**src/rtl/npc_pkg.sv**
```systemverilog
// ----------------------------------------------------------------------------
// npc_pkg
// Types, codes and constants shared by the nearest palette color block.
// ----------------------------------------------------------------------------
package npc_pkg;

  localparam int DEF_PALETTE_DEPTH = 256;
  localparam int IDX_W             = 8;
  localparam int END_W             = 9;
  localparam int COMP_W            = 8;
  localparam int SQ_W              = 16;
  localparam int DIST_W            = 18;

  // Start value of the running best distance, above any real distance.
  localparam logic [DIST_W-1:0] DIST_START = DIST_W'(257 * 257 + 257 * 257 + 257 * 257);

  typedef enum logic {
    MODE_LOAD  = 1'b0,
    MODE_QUERY = 1'b1
  } mode_e;

  typedef enum logic [1:0] {
    CFG_FIRST_INDEX = 2'd0,
    CFG_END_INDEX   = 2'd1
  } cfg_reg_e;

  typedef struct packed {
    mode_e              mode;
    logic [IDX_W-1:0]   entry_index;
    logic [COMP_W-1:0]  red;
    logic [COMP_W-1:0]  green;
    logic [COMP_W-1:0]  blue;
  } in_req_t;

  typedef struct packed {
    logic [IDX_W-1:0] best_index;
  } out_rsp_t;

  typedef struct packed {
    cfg_reg_e         index;
    logic [END_W-1:0] wdata;
  } cfg_req_t;

  // Controller to datapath
  typedef struct packed {
    logic             load;   // write the request color into the palette
    logic             start;  // latch query color, reset best to index
    logic             issue;  // read one palette entry, tagged with index
    logic [IDX_W-1:0] index;
  } dp_cmd_t;

  // Datapath to controller
  typedef struct packed {
    logic             busy;      // entries still in the compare pipeline
    logic             zero_hit;  // exact match found
    logic [IDX_W-1:0] best_index;
  } dp_status_t;

endpackage

```
**src/rtl/npc_ctrl.sv**
```systemverilog
// ----------------------------------------------------------------------------
// npc_ctrl
// Request handshake, configuration registers, scan sequencer, result register.
// ----------------------------------------------------------------------------
module npc_ctrl #(
  parameter int PALETTE_DEPTH = npc_pkg::DEF_PALETTE_DEPTH
) (
  input  logic                             clk_i,
  input  logic                             rst_ni,
  input  logic                             req_valid_i,
  output logic                             req_ready_o,
  input  npc_pkg::in_req_t                 req_data_i,
  output logic                             rsp_valid_o,
  input  logic                             rsp_ready_i,
  output npc_pkg::out_rsp_t                rsp_data_o,
  input  logic                             cfg_valid_i,
  output logic                             cfg_ready_o,
  input  npc_pkg::cfg_req_t                cfg_data_i,
  output npc_pkg::dp_cmd_t                 cmd_o,
  output logic [$clog2(PALETTE_DEPTH)-1:0] rd_addr_o,
  input  npc_pkg::dp_status_t              status_i
);
  import npc_pkg::*;

  localparam int AW = $clog2(PALETTE_DEPTH);
  localparam int CW = ($clog2(PALETTE_DEPTH + 1) > END_W) ? $clog2(PALETTE_DEPTH + 1) : END_W;
  localparam logic [CW-1:0] DEPTH_C = CW'(PALETTE_DEPTH);

  typedef enum logic [1:0] {
    ST_IDLE,
    ST_SCAN,
    ST_DRAIN,
    ST_DONE
  } state_e;

  state_e           state_q, state_d;
  logic [CW-1:0]    cnt_q, cnt_d;
  logic [CW-1:0]    stop_q, stop_d;
  logic [IDX_W-1:0] first_q, first_d;
  logic [END_W-1:0] end_q, end_d;
  logic             out_valid_q, out_valid_d;
  out_rsp_t         out_q, out_d;

  logic             req_fire;
  logic [CW-1:0]    end_ext, first_ext, stop_calc, cnt_inc;

  assign req_ready_o = (state_q == ST_IDLE);
  assign req_fire    = req_valid_i && req_ready_o;
  assign cfg_ready_o = 1'b1;
  assign rsp_valid_o = out_valid_q;
  assign rsp_data_o  = out_q;
  assign rd_addr_o   = cnt_q[AW-1:0];

  assign end_ext   = CW'(end_q);
  assign first_ext = CW'(first_q);
  assign stop_calc = (end_ext > DEPTH_C) ? DEPTH_C : end_ext;
  assign cnt_inc   = cnt_q + CW'(1);

  always_comb begin
    state_d     = state_q;
    cnt_d       = cnt_q;
    stop_d      = stop_q;
    first_d     = first_q;
    end_d       = end_q;
    out_valid_d = out_valid_q && !rsp_ready_i;
    out_d       = out_q;
    cmd_o       = '0;

    if (cfg_valid_i) begin
      case (cfg_data_i.index)
        CFG_FIRST_INDEX: first_d = cfg_data_i.wdata[IDX_W-1:0];
        CFG_END_INDEX:   end_d   = cfg_data_i.wdata;
        default: ;
      endcase
    end

    case (state_q)
      ST_IDLE: begin
        if (req_fire) begin
          if (req_data_i.mode == MODE_QUERY) begin
            cmd_o.start = 1'b1;
            cmd_o.index = first_q;
            cnt_d       = first_ext;
            stop_d      = stop_calc;
            state_d     = (first_ext >= stop_calc) ? ST_DONE : ST_SCAN;
          end else begin
            cmd_o.load = (CW'(req_data_i.entry_index) < DEPTH_C);
          end
        end
      end
      ST_SCAN: begin
        if (status_i.zero_hit) begin
          state_d = ST_DRAIN;
        end else begin
          cmd_o.issue = 1'b1;
          cmd_o.index = cnt_q[IDX_W-1:0];
          cnt_d       = cnt_inc;
          if (cnt_inc == stop_q) begin
            state_d = ST_DRAIN;
          end
        end
      end
      ST_DRAIN: begin
        if (!status_i.busy) begin
          state_d = ST_DONE;
        end
      end
      ST_DONE: begin
        if (!out_valid_q || rsp_ready_i) begin
          out_valid_d      = 1'b1;
          out_d.best_index = status_i.best_index;
          state_d          = ST_IDLE;
        end
      end
      default: state_d = ST_IDLE;
    endcase
  end

  always_ff @(posedge clk_i or negedge rst_ni) begin
    if (!rst_ni) begin
      state_q     <= ST_IDLE;
      cnt_q       <= '0;
      stop_q      <= '0;
      first_q     <= '0;
      end_q       <= END_W'(256);
      out_valid_q <= 1'b0;
      out_q       <= '0;
    end else begin
      state_q     <= state_d;
      cnt_q       <= cnt_d;
      stop_q      <= stop_d;
      first_q     <= first_d;
      end_q       <= end_d;
      out_valid_q <= out_valid_d;
      out_q       <= out_d;
    end
  end

endmodule

```
**config.mk**
```make
export PLATFORM = sky130hd
export DESIGN_NAME = npc_ctrl
export DESIGN_NICKNAME = d
export VERILOG_FILES = /design/src/rtl/npc_pkg.sv /design/src/rtl/npc_ctrl.sv
export SDC_FILE = /design/constraint.sdc
export NUM_CORES = 1
export LEC_CHECK = 0
export BUFFER_PORTS_ARGS = -buffer_cell sky130_fd_sc_hd__buf_4
export CAP_MARGIN = 40
export CORE_ASPECT_RATIO = 1.5
export CORE_MARGIN = 5
export CORE_UTILIZATION = 45
export DETAILED_ROUTE_END_ITERATION = 12
export PLACE_DENSITY = 0.76
export SYNTH_ARGS = -nofsm -noshare
export SYNTH_HDL_FRONTEND = slang
export SYNTH_SLANG_ARGS = --single-unit
```
**constraint.sdc**
```tcl
create_clock -name clk_i -period 2.1 [get_ports clk_i]
set_clock_uncertainty 0.05 [all_clocks]
set_input_delay 0.21 -clock clk_i [delete_from_list [all_inputs] [get_ports clk_i]]
set_output_delay 0.21 -clock clk_i [all_outputs]
set_load 0.02 [all_outputs]
```
Yosys cells after proc, flatten, opt, wreduce, memory -nomap -nowiden
Index checks and enable logic that the tools add are counted.
{"block": "classes", "eq_ne": 11, "add_sub_neg": 1, "n_lt_le_gt_ge": 2, "n_mux": 24, "reduce_logical": 14}
{"operator": "9-bit two-way mux", "count": 5}
{"operator": "2-bit two-way mux", "count": 9}
{"operator": "9-bit case mux with 2 select lines", "count": 1}
{"operator": "8-bit two-way mux", "count": 2}
{"operator": "8-bit case mux with 2 select lines", "count": 1}
{"operator": "9-bit by 1-bit adder with 9-bit output (second input constant)", "count": 1}
{"operator": "9-bit equality test", "count": 1}
{"operator": "8-bit by 9-bit greater-or-equal comparator with 1-bit output", "count": 1}
{"operator": "9-bit greater-than comparator (second input constant)", "count": 1}
{"operator": "2-bit case mux with 4 select lines", "count": 1}
{"operator": "2-bit != test (second input constant)", "count": 3}
{"operator": "2-bit AND reduction", "count": 3}
{"operator": "1-bit two-way mux", "count": 5}
{"operator": "5-bit AND reduction", "count": 1}
{"operator": "2-bit by 1-bit equality test with 1-bit output (second input constant)", "count": 2}
{"operator": "2-bit equality test (second input constant)", "count": 2}
{"operator": "2-bit zero test", "count": 2}
{"operator": "2-bit by 1-bit != test with 1-bit output (second input constant)", "count": 2}
{"operator": "4-bit AND reduction", "count": 1}
{"operator": "3-bit != test (second input constant)", "count": 1}
{"operator": "3-bit AND reduction", "count": 1}
{"operator": "1-bit logical AND", "count": 2}
{"operator": "1-bit zero test", "count": 2}
{"operator": "2-bit nonzero test", "count": 1}
{"operator": "1-bit logical OR", "count": 1}
{"block": "totals", "ff_bits": 46, "output_inout_bits": 30}

Depth between registers and ports, before layout
{"block": "depth", "depth_word": 7, "mapped_depth": 10, "depth_no_buf": 8}

Least setup slack after synthesis
Ideal clock, no wire load.
{"block": "synth_timing", "path_kind": "reg2reg", "from": "reg end_q[8], in the netlist end_ext[8]", "to": "reg state_q[1]", "required_ps": 1926, "synth_period_minus_slack_ps": 2225, "path_slack_ps": -125, "stages_incl_launch_ff": 9, "arrival_time_ps": 2051, "cell_sequence": "dfstp_2 > clkbuf_1 > nand2b_1 > ha_1 > a21o_1 > a2111oi_0 > nor2b_1 > a221o_1 > mux2i_1"}
{"block": "synth_via", "elab_chain_len": 7}
{"element": "start, declared", "line": "npc_ctrl.sv:40", "source": "logic [END_W-1:0] end_q, end_d;"}
{"element": "start signal, assigned", "line": "npc_ctrl.sv:133", "source": "end_q <= end_d;"}
{"element": "9-bit greater-than comparator", "line": "npc_ctrl.sv:56", "source": "assign stop_calc = (end_ext > DEPTH_C) ? DEPTH_C : end_ext;"}
{"element": "9-bit two-way mux *", "line": "npc_ctrl.sv:56"}
{"element": "8-bit by 9-bit greater-or-equal comparator with 1-bit output *", "line": "npc_ctrl.sv:85", "source": "state_d = (first_ext >= stop_calc) ? ST_DONE : ST_SCAN;"}
{"element": "2-bit two-way mux *", "line": "npc_ctrl.sv:85"}
{"element": "2-bit two-way mux *", "line": "npc_ctrl.sv:80", "source": "if (req_data_i.mode == MODE_QUERY) begin"}
{"element": "2-bit two-way mux *", "line": "npc_ctrl.sv:79", "source": "if (req_fire) begin"}
{"element": "2-bit case mux with 4 select lines *", "line": "npc_ctrl.sv:77", "source": "case (state_q)"}
{"element": "end signal, assigned", "line": "npc_ctrl.sv:129", "source": "state_q <= state_d;"}
{"element": "end, declared", "line": "npc_ctrl.sv:36", "source": "state_e state_q, state_d;"}
Every way passes the cells marked *; elsewhere a longest branch is shown, timed or not. The select of a mux whose other input is x is not followed.
A chain may end at the register's enable or synchronous reset.

Worst setup path in the final report
{"block": "layout_timing", "from": "reg state_q[0]", "to": "reg state_q[0]"}
{"block": "layout_via", "elab_chain_len": 4}
{"element": "2-bit zero test", "line": "npc_ctrl.sv:47, npc_ctrl.sv:77"}
{"element": "1-bit logical AND", "line": "npc_ctrl.sv:48", "source": "assign req_fire = req_valid_i && req_ready_o;"}
{"element": "2-bit by 1-bit != test with 1-bit output (no source line)"}
{"element": "5-bit AND reduction (no source line)"}
Parallel ways exist; a longest one is shown, timed or not.

==> impl_metrics.json <==
{
  "outcome": "completed",
  "synth_top_area_frac": 0.4335,
  "worstSetupPathType": "register to register",
  "initial_core_util": 0.4557,
  "routed_wl_mm": 6.335,
  "max_freq_mhz": 485.5,
  "p_leak_nw": 1.551,
  "cts_buffers": 5,
  "cts.clk_slew.worst_paths_ps": 90,
  "critPathCaptureType": "register",
  "rows": 34,
  "ys_top_cells_by_area": "dfrtp_1 (43%), mux2_2 (10%), ha_1 (6.3%), buf_4 (3.5%), nand2_1 (3.5%)",
  "die_y_um": 103.1,
  "final_layout_size_suffix_gt1_frac": 0.3868,
  "io_pins": 89,
  "yosys_warnings": 0,
  "setup_viol": 0,
  "core_um2": 5700,
  "antenna_found_initial": 0,
  "fin_cells": 390,
  "fin_nets": 389,
  "finalWorstSetupSlack_ps": 40.14,
  "drtIter0Drc": 122,
  "die_x_um": 72.04,
  "first_pass_iters": 4,
  "synth_seq_cells": 46,
  "dp.cells": 378,
  "clock_path_buffers": 2,
  "period_minus_slack_ps": 2060,
  "rsz0062_at_grt": "yes",
  "syn_nets": 322,
  "yosysTopAreaCell": "dfrtp_1",
  "arrival_ps": 2200,
  "cp-start-kind": "register",
  "post_drt_wl_per_cell_um": 16.24,
  "synth_ff_type": "dfrtp_1",
  "clock_latency_ps": 300,
  "syn_area_per_cell_um2": 10.39,
  "via_per_inst": 5.428,
  "totalPowerFinal_w": 0.005052,
  "place.gp.congestion": 0.9204,
  "gr-usage-all-layers": 0.1732,
  "ir_drop_uv": 538.5,
  "ctsRootBufferMaster": "clkbuf_8",
  "min_path_type": "input port to register",
  "htree_levels": 2,
  "hpwl_mm": 4.731,
  "crit_required_ps": 2240,
  "antenna_cells": 0,
  "period_share": 0.9809,
  "grt_pass1_wl_mm": 9.998,
  "synthDistinctLibCells": 43,
  "drc": 0,
  "grt_max_degree": 47,
  "power_density_nw_per_um2": 1493,
  "slew_violations": 0,
  "synth-edff-count": 0,
  "dieArea_um2": 7423,
  "grt_overflow": 0,
  "hold_viol": 0,
  "seq_area_frac_synth": 0.4436,
  "timing.setup.tns_ps": 0,
  "dp_worst_setup_slack_ps": -58.44,
  "path_max_fanout": 3,
  "io_buffers": 55,
  "cap_violations": 0,
  "num_vias": 2117,
  "async_flop_share": 1.000,
  "tritoncts": "built",
  "clock_sinks": 46,
  "slew-limit-headroom": 0.6045,
  "synthCells": 250,
  "area_delta_synth_final_pct": 30.30,
  "tightest_slew_ps": 593.3,
  "syn-cell-area_um2": 2597,
  "grt_pass1_vias": 2150,
  "postRouteAntennaNets": 0
}
## sequential cells by signal (all words and copies together), names as in the netlist
signal and flops:
cnt_q 9, end_ext 9, first_q 8, rsp_data_o 8
rsp_valid_o 1, state_q 2, stop_q 9
## path summary, 6_finish.rpt
path                                from          to  slack, ps  depth (start not counted)
min in group asynchronous         rst_ni  first_q[0]        430                          2
max reg2reg                   state_q[0]  state_q[0]         40                          7
max in group asynchronous         rst_ni  first_q[4]       1160                          2
max                           state_q[0]  state_q[0]         40                          7
min                        cfg_data_i[0]  first_q[0]         80                          3
min reg2reg                    stop_q[0]   stop_q[0]        450                          2
## cell type report
cell class / instances / area [um^2]
Sequential cell: 46 / 1152
Fill cell: 497 / 2316
Clock buffer: 7 / 86.33
Inverter: 8 / 35.03
Timing Repair Buffer: 76 / 576.8
Multi-Input combinational cell: 180 / 1414
Tap cell: 72 / 90.09
Clock inverter: 1 / 30.03
## cell usage after synthesis, drive strengths merged (3+ instances only)
master  count
o22ai       7
xor2        3
mux2       24
nand2      24
nand3      11
o21ai      16
nand2b     10
nor2b       5
a22o        7
inv         8
dfrtp      45
xnor2       8
buf        14
nor2       10
mux2i       5
a21oi      12
ha         13
and3        3
## worst max-delay path, cell delays in order, from the launching register on
cell	delay [ps]
dfrtp_1	380
inv_1	70
buf_4	140
ha_4	170
a2111o_1	460
a21boi_0	140
a221o_1	390
mux2i_1	140
## layer usage
metal  up-vias  wire length (um)  global-route usage
met3        10               252             0.02537
met2        60              3570              0.3102
met5         -                 0                   0
met4         0               136             0.09262
li1       1017                 -                   -
met1      1030              2376              0.1971
## cells in the final DEF (no fill, tap or decap), types with 2 or more instances in the layout
cell type / instances
buf_4: 74
dfrtp_1: 45
mux2_2: 24
nand2_1: 23
o21ai_0: 15
a21oi_1: 12
nand3_1: 10
ha_1: 10
nand2b_1: 9
nor2_1: 9
xnor2_1: 8
a22o_1: 7
o22ai_1: 7
inv_1: 6
clkbuf_8: 6
mux2i_1: 5
nor2b_1: 4
xor2_1: 3
ha_4: 3
and3_1: 2
a2111oi_4: 2
nor3_1: 2
a221o_1: 2
## where the power goes
group	switching [W]	internal [W]	total (W)
logic	0.00149	0.00137	0.00286
registers	0.000296	0.00122	0.00152
clock network	0.000292	0.000388	0.000680
total	0.00208	0.00297	0.00505
## cell families (layout without fill, tap and decap cells)
family                   after synthesis  in the layout  share of synthesized area
AND/OR/NAND/NOR                       73             73                     0.1426
AO/OA/AOI/OAI                         53             53                     0.1339
flip-flops                            46             46                     0.4436
multiplexers                          29             29                     0.1233
buffers and inverters                 24             92                    0.05540
adder cells (fa/ha/maj)               13             13                    0.06262
XOR/XNOR                              11             11                    0.03709
other                                  1              1                   0.001444
## stage by stage
step	hold slack, ps	util	area (um^2)
6_report	80.87	0.5937	3385
5_1_grt	89.58	0.5937	3385
4_1_cts	80.19	0.5746	3276
3_5_place_dp	205.2	0.5470	3118
3_3_place_gp	195.3	0.5470	3118
2_1_floorplan	-135.6	-	2603
## timing repair
item / 4_1_cts / 5_1_grt
pin swaps: 1 / 5
hold endpoints to repair: 45 / 0
hold buffers: 1 / 0
setup buffers: 0 / 3
gates resized for setup: 6 / 16
setup endpoints to repair: 9 / 13
Note: power is estimated with default switching activity, not from simulation.
